[config.mk]
export PLATFORM = sky130hd
export DESIGN_NAME = circular_queue_with_dump
export DESIGN_NICKNAME = d
export VERILOG_FILES = /design/src/design/cqd_pkg.sv /design/src/design/circular_queue_with_dump.sv /design/src/design/cqd_ram.sv /design/src/design/cqd_ctrl.sv /design/src/design/cqd_dpath.sv
export SDC_FILE = /design/constraint.sdc
export NUM_CORES = 1
export LEC_CHECK = 0
export BUFFER_PORTS_ARGS = -buffer_cell sky130_fd_sc_hd__buf_4
export CORE_ASPECT_RATIO = 1.75
export CORE_UTILIZATION = 60
export DETAILED_ROUTE_END_ITERATION = 16
export GPL_ROUTABILITY_DRIVEN = 0
export GPL_TIMING_DRIVEN = 0
export PLACE_DENSITY = 0.77
export SKIP_LAST_GASP = 1
export SLEW_MARGIN = 20
export SYNTH_ARGS = -nofsm -noshare
export SYNTH_HDL_FRONTEND = slang
export SYNTH_HIERARCHICAL = 1
export SYNTH_SLANG_ARGS = --single-unit
[constraint.sdc]
create_clock -name clock -period 9.7 [get_ports clock]
set_clock_uncertainty 0.15 [all_clocks]
set_input_delay 1.94 -clock clock [delete_from_list [all_inputs] [get_ports clock]]
set_output_delay 1.94 -clock clock [all_outputs]
set_load 0.05 [all_outputs]
[src/design/cqd_pkg.sv]
`default_nettype none

package cqd_pkg;

   localparam int DATA_W = 32;

   typedef enum logic [1:0] {
      OP_INSERT = 2'd0,
      OP_REMOVE = 2'd1,
      OP_DUMP   = 2'd2
   } op_type;

   typedef enum logic [1:0] {
      ST_OK        = 2'd0,
      ST_OVERFLOW  = 2'd1,
      ST_UNDERFLOW = 2'd2,
      ST_EMPTY     = 2'd3
   } status_type;

   // commands from the controller to the datapath
   typedef struct packed {
      logic       insert_we;   // write value at tail, advance tail, count up
      logic       remove_adv;  // advance head, count down
      logic       walk_start;  // load walk pointer from head
      logic       walk_all;    // walk length is occupancy (dump), else one entry
      logic       ram_re;      // read storage at walk pointer
      logic       walk_step;   // advance walk pointer, count down
      logic       out_imm;     // load result register with zero data and imm_status
      logic       out_ram;     // load result register with storage read data
      status_type imm_status;
   } cmd_type;

   // status from the datapath to the controller
   typedef struct packed {
      logic full;
      logic empty;
      logic walk_last;
      logic out_free;
   } stat_type;

endpackage

`default_nettype wire

[src/design/circular_queue_with_dump.sv]
`default_nettype none

// Circular queue of DEPTH signed 32-bit values with insert, remove and dump.
// Each request transaction carries an operation in req_tuser and a value in
// req_tdata. Insert and remove give one response transaction each, with
// status overflow or underflow when the queue is full or empty (data zero).
// Dump gives one response per stored entry, oldest first, with rsp_tlast on
// the newest, or a single empty-status response when nothing is stored; it
// leaves the queue unchanged. Operation code 3 is dropped without a response.
// Insert, the unused code, a failed remove and an empty dump finish in the
// idle state; remove and dump pass through the read-issue and load states
// once per entry read. The storage is a single RAM with registered read, so
// each entry read needs a read-issue step and a load step into the response
// register. Response backpressure adds stall cycles. Storage needs no
// clearing after reset: only slots written by an insert are ever read.

module circular_queue_with_dump #(
   parameter int DEPTH = 8
) (
   input  wire logic        clock,
   input  wire logic        reset,

   input  wire logic        req_tvalid,
   output logic             req_tready,
   input  wire logic [31:0] req_tdata,   // [31:0] value
   input  wire logic [1:0]  req_tuser,   // [1:0] op

   output logic             rsp_tvalid,
   input  wire logic        rsp_tready,
   output logic      [31:0] rsp_tdata,   // [31:0] data_out
   output logic      [1:0]  rsp_tuser,   // [1:0] status
   output logic             rsp_tlast
);

   cqd_pkg::cmd_type  cmd;
   cqd_pkg::stat_type stat;

   // controller: sequences one request transaction at a time
   cqd_ctrl u_ctrl (
      .clock      (clock),
      .reset      (reset),
      .req_tvalid (req_tvalid),
      .req_op     (req_tuser),
      .req_tready (req_tready),
      .stat       (stat),
      .cmd        (cmd)
   );

   // datapath: pointers, occupancy, storage RAM and response register
   cqd_dpath #(
      .DEPTH (DEPTH)
   ) u_dpath (
      .clock      (clock),
      .reset      (reset),
      .cmd        (cmd),
      .stat       (stat),
      .req_value  (req_tdata),
      .rsp_tvalid (rsp_tvalid),
      .rsp_tready (rsp_tready),
      .rsp_data   (rsp_tdata),
      .rsp_status (rsp_tuser),
      .rsp_last   (rsp_tlast)
   );

endmodule

`default_nettype wire

[src/design/cqd_ram.sv]
`default_nettype none

module cqd_ram #(
   parameter int WIDTH = 32,
   parameter int DEPTH = 8
) (
   input  wire logic                     clock,
   input  wire logic                     wr_en,
   input  wire logic [$clog2(DEPTH)-1:0] wr_addr,
   input  wire logic [WIDTH-1:0]         wr_data,
   input  wire logic                     rd_en,
   input  wire logic [$clog2(DEPTH)-1:0] rd_addr,
   output logic      [WIDTH-1:0]         rd_data
);

   logic [WIDTH-1:0] mem_ff [DEPTH];
   logic [WIDTH-1:0] rd_data_ff;

   always_ff @(posedge clock) begin
      if (wr_en) begin
         mem_ff[wr_addr] <= wr_data;
      end
      if (rd_en) begin
         rd_data_ff <= mem_ff[rd_addr];
      end
   end

   assign rd_data = rd_data_ff;

endmodule

`default_nettype wire

[src/design/cqd_ctrl.sv]
`default_nettype none

module cqd_ctrl (
   input  wire logic              clock,
   input  wire logic              reset,
   input  wire logic              req_tvalid,
   input  wire logic [1:0]        req_op,
   output logic                   req_tready,
   input  wire cqd_pkg::stat_type stat,
   output cqd_pkg::cmd_type       cmd
);

   typedef enum logic [1:0] {
      S_IDLE,
      S_READ,
      S_LOAD
   } state_type;

   state_type state_ff, state_in;
   logic      accept;

   assign req_tready = (state_ff == S_IDLE) && stat.out_free;
   assign accept     = req_tvalid && req_tready;

   always_comb begin
      cmd      = '0;
      cmd.imm_status = cqd_pkg::ST_OK;
      state_in = state_ff;
      case (state_ff)
         S_IDLE: begin
            if (accept) begin
               case (cqd_pkg::op_type'(req_op))
                  cqd_pkg::OP_INSERT: begin
                     cmd.out_imm = 1'b1;
                     if (stat.full) begin
                        cmd.imm_status = cqd_pkg::ST_OVERFLOW;
                     end else begin
                        cmd.insert_we = 1'b1;
                     end
                  end
                  cqd_pkg::OP_REMOVE: begin
                     if (stat.empty) begin
                        cmd.out_imm    = 1'b1;
                        cmd.imm_status = cqd_pkg::ST_UNDERFLOW;
                     end else begin
                        cmd.remove_adv = 1'b1;
                        cmd.walk_start = 1'b1;
                        state_in       = S_READ;
                     end
                  end
                  cqd_pkg::OP_DUMP: begin
                     if (stat.empty) begin
                        cmd.out_imm    = 1'b1;
                        cmd.imm_status = cqd_pkg::ST_EMPTY;
                     end else begin
                        cmd.walk_start = 1'b1;
                        cmd.walk_all   = 1'b1;
                        state_in       = S_READ;
                     end
                  end
                  default: begin
                  end
               endcase
            end
         end
         S_READ: begin
            cmd.ram_re = 1'b1;
            state_in   = S_LOAD;
         end
         S_LOAD: begin
            if (stat.out_free) begin
               cmd.out_ram = 1'b1;
               if (stat.walk_last) begin
                  state_in = S_IDLE;
               end else begin
                  cmd.walk_step = 1'b1;
                  state_in      = S_READ;
               end
            end
         end
         default: begin
            state_in = S_IDLE;
         end
      endcase
   end

   always_ff @(posedge clock) begin
      if (reset) begin
         state_ff <= S_IDLE;
      end else begin
         state_ff <= state_in;
      end
   end

   // storage data is only taken in the load state, after a read was issued
   a_load_after_read: assert property (@(posedge clock) disable iff (reset)
      cmd.out_ram |-> $past(state_ff == S_READ) || $past(state_ff == S_LOAD))
      else $error("result loaded from storage without a preceding read");

endmodule

`default_nettype wire

[src/design/cqd_dpath.sv]
`default_nettype none

module cqd_dpath #(
   parameter int DEPTH = 8
) (
   input  wire logic                        clock,
   input  wire logic                        reset,
   input  wire cqd_pkg::cmd_type            cmd,
   output cqd_pkg::stat_type                stat,
   input  wire logic [cqd_pkg::DATA_W-1:0]  req_value,
   output logic                             rsp_tvalid,
   input  wire logic                        rsp_tready,
   output logic      [cqd_pkg::DATA_W-1:0]  rsp_data,
   output logic      [1:0]                  rsp_status,
   output logic                             rsp_last
);

   localparam int PTR_W = (DEPTH > 1) ? $clog2(DEPTH) : 1;
   localparam int CNT_W = $clog2(DEPTH + 1);
   localparam logic [PTR_W-1:0] PTR_MAX = PTR_W'(DEPTH - 1);
   localparam logic [CNT_W-1:0] CNT_FULL = CNT_W'(DEPTH);
   localparam logic [CNT_W-1:0] CNT_ONE = CNT_W'(1);

   logic [PTR_W-1:0] head_ff, head_in;
   logic [PTR_W-1:0] tail_ff, tail_in;
   logic [CNT_W-1:0] occ_ff, occ_in;
   logic [PTR_W-1:0] walk_idx_ff, walk_idx_in;
   logic [CNT_W-1:0] walk_cnt_ff, walk_cnt_in;

   logic                       rsp_valid_ff, rsp_valid_in;
   logic [cqd_pkg::DATA_W-1:0] rsp_data_ff, rsp_data_in;
   logic [1:0]                 rsp_status_ff, rsp_status_in;
   logic                       rsp_last_ff, rsp_last_in;

   logic [cqd_pkg::DATA_W-1:0] ram_rd_data;

   function automatic logic [PTR_W-1:0] next_slot(input logic [PTR_W-1:0] idx);
      next_slot = (idx == PTR_MAX) ? '0 : idx + PTR_W'(1);
   endfunction

   cqd_ram #(
      .WIDTH (cqd_pkg::DATA_W),
      .DEPTH (DEPTH)
   ) u_ram (
      .clock   (clock),
      .wr_en   (cmd.insert_we),
      .wr_addr (tail_ff),
      .wr_data (req_value),
      .rd_en   (cmd.ram_re),
      .rd_addr (walk_idx_ff),
      .rd_data (ram_rd_data)
   );

   assign stat.full      = (occ_ff == CNT_FULL);
   assign stat.empty     = (occ_ff == '0);
   assign stat.walk_last = (walk_cnt_ff == CNT_ONE);
   assign stat.out_free  = !rsp_valid_ff || rsp_tready;

   always_comb begin
      head_in     = head_ff;
      tail_in     = tail_ff;
      occ_in      = occ_ff;
      walk_idx_in = walk_idx_ff;
      walk_cnt_in = walk_cnt_ff;
      if (cmd.insert_we) begin
         tail_in = next_slot(tail_ff);
         occ_in  = occ_ff + CNT_ONE;
      end
      if (cmd.remove_adv) begin
         head_in = next_slot(head_ff);
         occ_in  = occ_ff - CNT_ONE;
      end
      if (cmd.walk_start) begin
         walk_idx_in = head_ff;
         walk_cnt_in = cmd.walk_all ? occ_ff : CNT_ONE;
      end else if (cmd.walk_step) begin
         walk_idx_in = next_slot(walk_idx_ff);
         walk_cnt_in = walk_cnt_ff - CNT_ONE;
      end
   end

   always_comb begin
      rsp_valid_in  = rsp_valid_ff && !rsp_tready;
      rsp_data_in   = rsp_data_ff;
      rsp_status_in = rsp_status_ff;
      rsp_last_in   = rsp_last_ff;
      if (cmd.out_imm) begin
         rsp_valid_in  = 1'b1;
         rsp_data_in   = '0;
         rsp_status_in = cmd.imm_status;
         rsp_last_in   = 1'b1;
      end else if (cmd.out_ram) begin
         rsp_valid_in  = 1'b1;
         rsp_data_in   = ram_rd_data;
         rsp_status_in = cqd_pkg::ST_OK;
         rsp_last_in   = stat.walk_last;
      end
   end

   always_ff @(posedge clock) begin
      if (reset) begin
         head_ff      <= '0;
         tail_ff      <= '0;
         occ_ff       <= '0;
         rsp_valid_ff <= 1'b0;
      end else begin
         head_ff      <= head_in;
         tail_ff      <= tail_in;
         occ_ff       <= occ_in;
         rsp_valid_ff <= rsp_valid_in;
      end
   end

   always_ff @(posedge clock) begin
      walk_idx_ff   <= walk_idx_in;
      walk_cnt_ff   <= walk_cnt_in;
      rsp_data_ff   <= rsp_data_in;
      rsp_status_ff <= rsp_status_in;
      rsp_last_ff   <= rsp_last_in;
   end

   assign rsp_tvalid = rsp_valid_ff;
   assign rsp_data   = rsp_data_ff;
   assign rsp_status = rsp_status_ff;
   assign rsp_last   = rsp_last_ff;

   // tail must sit occupancy slots past head, modulo depth
   logic [CNT_W:0]   ptr_sum;
   logic [PTR_W-1:0] tail_expect;

   assign ptr_sum     = (CNT_W + 1)'(head_ff) + (CNT_W + 1)'(occ_ff);
   assign tail_expect = (ptr_sum >= (CNT_W + 1)'(DEPTH)) ?
                        PTR_W'(ptr_sum - (CNT_W + 1)'(DEPTH)) : PTR_W'(ptr_sum);

   a_occ_range: assert property (@(posedge clock) disable iff (reset)
      occ_ff <= CNT_FULL)
      else $error("occupancy beyond depth");

   a_ptr_consistent: assert property (@(posedge clock) disable iff (reset)
      tail_expect == tail_ff)
      else $error("head, tail and occupancy disagree");

   a_no_load_busy: assert property (@(posedge clock) disable iff (reset)
      (cmd.out_imm || cmd.out_ram) |-> (!rsp_valid_ff || rsp_tready))
      else $error("result register overwritten before it was taken");

endmodule

`default_nettype wire
* Word-level counts from Yosys, hierarchy flattened
Memories as Yosys holds them, arrays and structs flattened. A register that Yosys moved wholly into a read port is not among the register bits.
Index checks and enable logic that the tools add are counted.
** Operators by class
- Add/subtract/negate cells :: 6
- Eq/ne operators :: 13
- Muxes and demuxes :: 46
- Reductions and logical operators :: 14
** Operators with widths (number)
- $mux W4 :: 7
- $mux W2 :: 11
- $mux W1 :: 19
- $mux W3 :: 5
- $pmux W2 S3 :: 2
- $add A3 B1 Y3 const B :: 3
- $eq A3 B3 Y1 const B :: 3
- $sub A4 B1 Y4 const B :: 2
- $reduce_bool A2 Y1 :: 3
- $add A4 B1 Y4 const B :: 1
- $eq A2 B1 Y1 const B :: 2
- $eq A2 B2 Y1 const B :: 2
- $eq A4 B1 Y1 const B :: 1
- $eq A4 B4 Y1 const B :: 1
- $logic_not A2 Y1 :: 2
- $logic_not A4 Y1 :: 1
- $ne A2 B1 Y1 const B :: 2
- $ne A2 B2 Y1 const B :: 2
- $pmux W1 S2 :: 2
- $reduce_and A4 Y1 :: 1
- $logic_and A1 B1 Y1 :: 3
- $logic_not A1 Y1 :: 2
- $reduce_or A2 Y1 :: 1
- $logic_or A1 B1 Y1 :: 1
** Storage, ports and cells
- Register bits after elaboration :: 55
- Bits in writable memories :: 256
- Logic and storage cells :: 90
- Memories :: 1
** Memories
- u_dpath.u_ram.mem_ff :: depth 8, width 32, read ports 1, clocked after memory_dff 1, write ports 1, RTL line cqd_ram.sv:16 : logic [WIDTH-1:0] mem_ff [DEPTH];

* Logic depth before layout (Yosys ltp)
- Word-level depth :: 8
- Mapped depth :: 10

* Modules after synthesis
Netlist, hierarchy kept.
** Modules (own cells, without submodules)
- cqd_ram :: times used 1, cells each 415, area each 10786.6 um^2
- cqd_dpath :: times used 1, cells each 210, area each 2212.1 um^2
- cqd_ctrl :: times used 1, cells each 30, area each 260.2 um^2

* Least setup slack after synthesis
Ideal clock, no wire load.
- Path kind :: input -> register
- Start :: in rsp_tready
- End :: mem u_dpath.u_ram.mem_ff[0][0] (enable)
- Data arrival time :: 4.992 ns
- Setup slack :: 4.097 ns
- Cell stages on the path :: 6
- Path buffers :: 1
- Path through :: nand2b_1 -> nand4bb_1 -> buf_2 -> nor3b_1 -> nand2b_1 -> nor3_1
** RTL lines
- from (decl) :: RTL line circular_queue_with_dump.sv:29 : input wire logic rsp_tready,
- to (decl) :: RTL line cqd_ram.sv:16

==> run metrics <==
ys flop type=edfxtp_1; arrival time at the worst endpoint=2690 ps; Setup violations, final=0; Power, Total=3060 µW; fin crit share=49.2%; commonest cells in the netlist=297 x edfxtp_1, 47 x nor2_1, 46 x dfxtp_1; initial DRC count=471; CP peak stage delay=250 ps; vias=6570; share of post-route cells with drive strength above 1=28.1%; reg-to-reg critical path startpoint=u_dpath/rsp_tvalid$_SDFF_PP0_; Crit Path Category=primary input to output pin; Fill cells=1271; post-CTS setup buffers=0; DRC Markers=0; remaining antenna violation count=0; CP Cell Sequence=buf_4 > nand2b_1 > nor3b_1 > buf_4; Yosys warnings=6; min-delay src=u_dpath/u_ram/rd_data[26]$_DFFE_PP_; mux contribution to synthesized area=17.5%; Die Area=0.0227 mm²; CTS Root Cell=clkbuf_16; Seq pwr share=53.9%; Peak VDD IR=0.150 mV; CP delay by family, top=simple AND/OR/NAND/NOR gates; Synth Register Bits=343; TritonCTS buffer count=28; Pleak=0.00529 µW; CTS tree=done; Switching Power=657 µW; antenna fix cells=0; routed len/inst=24.9 µm; Num Clock Sinks=343; WHS=337 ps; post-DP HPWL=16.7 mm; post-synthesis sequential area ratio=74.2%; mapped cell area=0.0133 mm²; Clk Latency, worst-skew pair=550 ps; switch share=21.5%; Synth Area in Compound Gates=1.10%; Clock transition at path regs=70 ps; Post-CTS Hold Buffers=0; Hold Violations, Final=0; initial antenna violation count=0; TNS Setup=0 ps; CP max FO=6; worst path bufs/invs=2; Starting Density=61.4%; post_cts resized=0; xor and xnor area share after synthesis=0.264%; status=completed; Post-Syn Area per Cell=20.2 µm²; Adder-Cell Fraction of Synth Area=1.47%; global-route wire length before repair=40.7 mm; die height=199 µm; Reg area=0.00984 mm²; count leader, synth=edfxtp_1; worst-margin pin slew=1060 ps; Worst setup SP type=primary input; Highest Clock Rate=0.209 GHz; met2 Use GR=45.8%; Routed WL=27.1 mm; Port Buffers=74; largest family of logic cells by synthesized area=multiplexers; cell with the most instances on the worst path=buf_4; busiest layer in global routing=met2; Gate power share=7.6%; distinct cell type count after synthesis=46; Synth area leader=edfxtp_1; max_cap viols=0; Internal Power=2400 µW; total global-route track usage=25.0%; PD cells=199 mW/mm²; min-delay worst type=flop to flop; Yosys top cell area share=67.3%; Simple-Gate Fraction of Synth Area=3.74%; Net Count, Synth=708; min Tclk post-route=4780 ps; Slew Limit Fails=0; Worst Setup SP=rsp_tready; core area=0.0216 mm²; remaining global-route overflow=0; slowest CP cell=nor3b_1; synth-to-layout area growth=16.1%; H-Tree Depth=1; CTS max path bufs=3; EDFF count, synth=297; Final #Nets=827; relative slew slack=28.8%; vias in the first global route=7043; RSZ-0062 raised after global routing=false; std cell rows=71; cell count after synthesis=655; grt met3 use=2.99%; met1 usage=29.3%; Async S/R FF share, synth=0%; Req. time, crit path=7610 ps; clock network power share=38.5%; crit end category=output pin; area of the multi-input gates=0.00324 mm²; IO Pins=75; Die W=114 µm; vias per cell=6.04; top cells by area, synth=edfxtp_1 67%, mux4_1 7.9%, dfxtp_1 6.9%, mux4_2 4.1%, mux2_2 2.9%; DRT Pass-1 Iters=5; pin count of the biggest net entering global routing=33
worst paths after layout:
kind | endpoint | slack [ps] | cells after the start
hold / removal | u_dpath/rsp_data[26]$_SDFFE_PP0P_ | 340 | 2
setup reg to reg | u_dpath/u_ram/mem_ff[4][1]$_DFFE_PP_ | 6290 | 9
setup / recovery | req_tready | 4920 | 4
hold reg to reg | u_dpath/rsp_data[26]$_SDFFE_PP0P_ | 340 | 2
area by class of cell:
type | count | area share [%]
sequential | 343 | 63.9
clock inverter | 18 | 1.44
timing repair buffer | 89 | 4.85
buffer | 32 | 1.24
clock buffer | 34 | 4.84
inverter | 11 | 0.268
tap | 292 | 2.37
multi-input combinational | 269 | 21.1
routing by layer:
metal	share of wire, %	up-vias	routed length [µm]
li1	-	2878	-
met1	36	3383	9820
met2	55	241	14800
met3	4.8	68	1300
met4	4.0	0	1090
met5	0	-	0
logic make-up (layout without fill, tap and decap cells):
kind of cell    Yosys count  after routing
mux                     132            132
compound gates           23             23
fa+ha+maj                15             15
buf+inv                  43            184
simple gates             95             95
xor+xnor                  4              4
flops                   343            343
layout by cell type (no fill, tap or decap), drive strengths merged, types with 9 or more instances in the layout:
| cell type | count |
|---|---|
| clkinv | 10 |
| ha | 14 |
| inv | 11 |
| nor2 | 47 |
| nor3b | 9 |
| dfxtp | 46 |
| mux2 | 34 |
| edfxtp | 297 |
| mux2i | 34 |
| mux4 | 64 |
| buf | 112 |
| clkbuf | 43 |
tightest hold or removal path: stages, from the launching register on:
cell	delay (ps)
edfxtp_1	320
mux2i_1	60
nor2_1	70
through the flow:
stage / util, % / setup WS, ps / cell area (µm²) / instances
5_1_grt: 71.3 / 4900 / 15400 / 1088
3_3_place_gp: 65.7 / 1580 / 14200 / 1021
2_1_floorplan: - / 4100 / 13300 / 655
6_report: 71.3 / 4920 / 15400 / 1088
3_5_place_dp: 66.8 / 4550 / 14400 / 1036
4_1_cts: 71.3 / 4920 / 15400 / 1088
flip-flops by register name (all words and copies together) (netlist names):
register,flops
u_dpath/u_ram/mem_ff,256
u_dpath/rsp_data,32
u_dpath/u_ram/rd_data,32
u_dpath/occ_ff,4
u_dpath/walk_cnt_ff,4
u_dpath/head_ff,3
u_dpath/tail_ff,3
u_dpath/walk_idx_ff,3
u_ctrl/state_ff,2
u_dpath/rsp_status,2
u_dpath/rsp_last,1
u_dpath/rsp_tvalid,1
power groups by stage:
stage                     Sequential (µW)  Clock [µW]  Combinational (µW)
after detailed placement             1680           0                 232
after CTS                            1650        1200                 235
after global routing                 1650        1260                 247
after floorplan                      1720           0                 103
after global placement               1680           0                 219
final                                1650        1180                 233
Note: power is estimated with default switching activity, not from simulation.
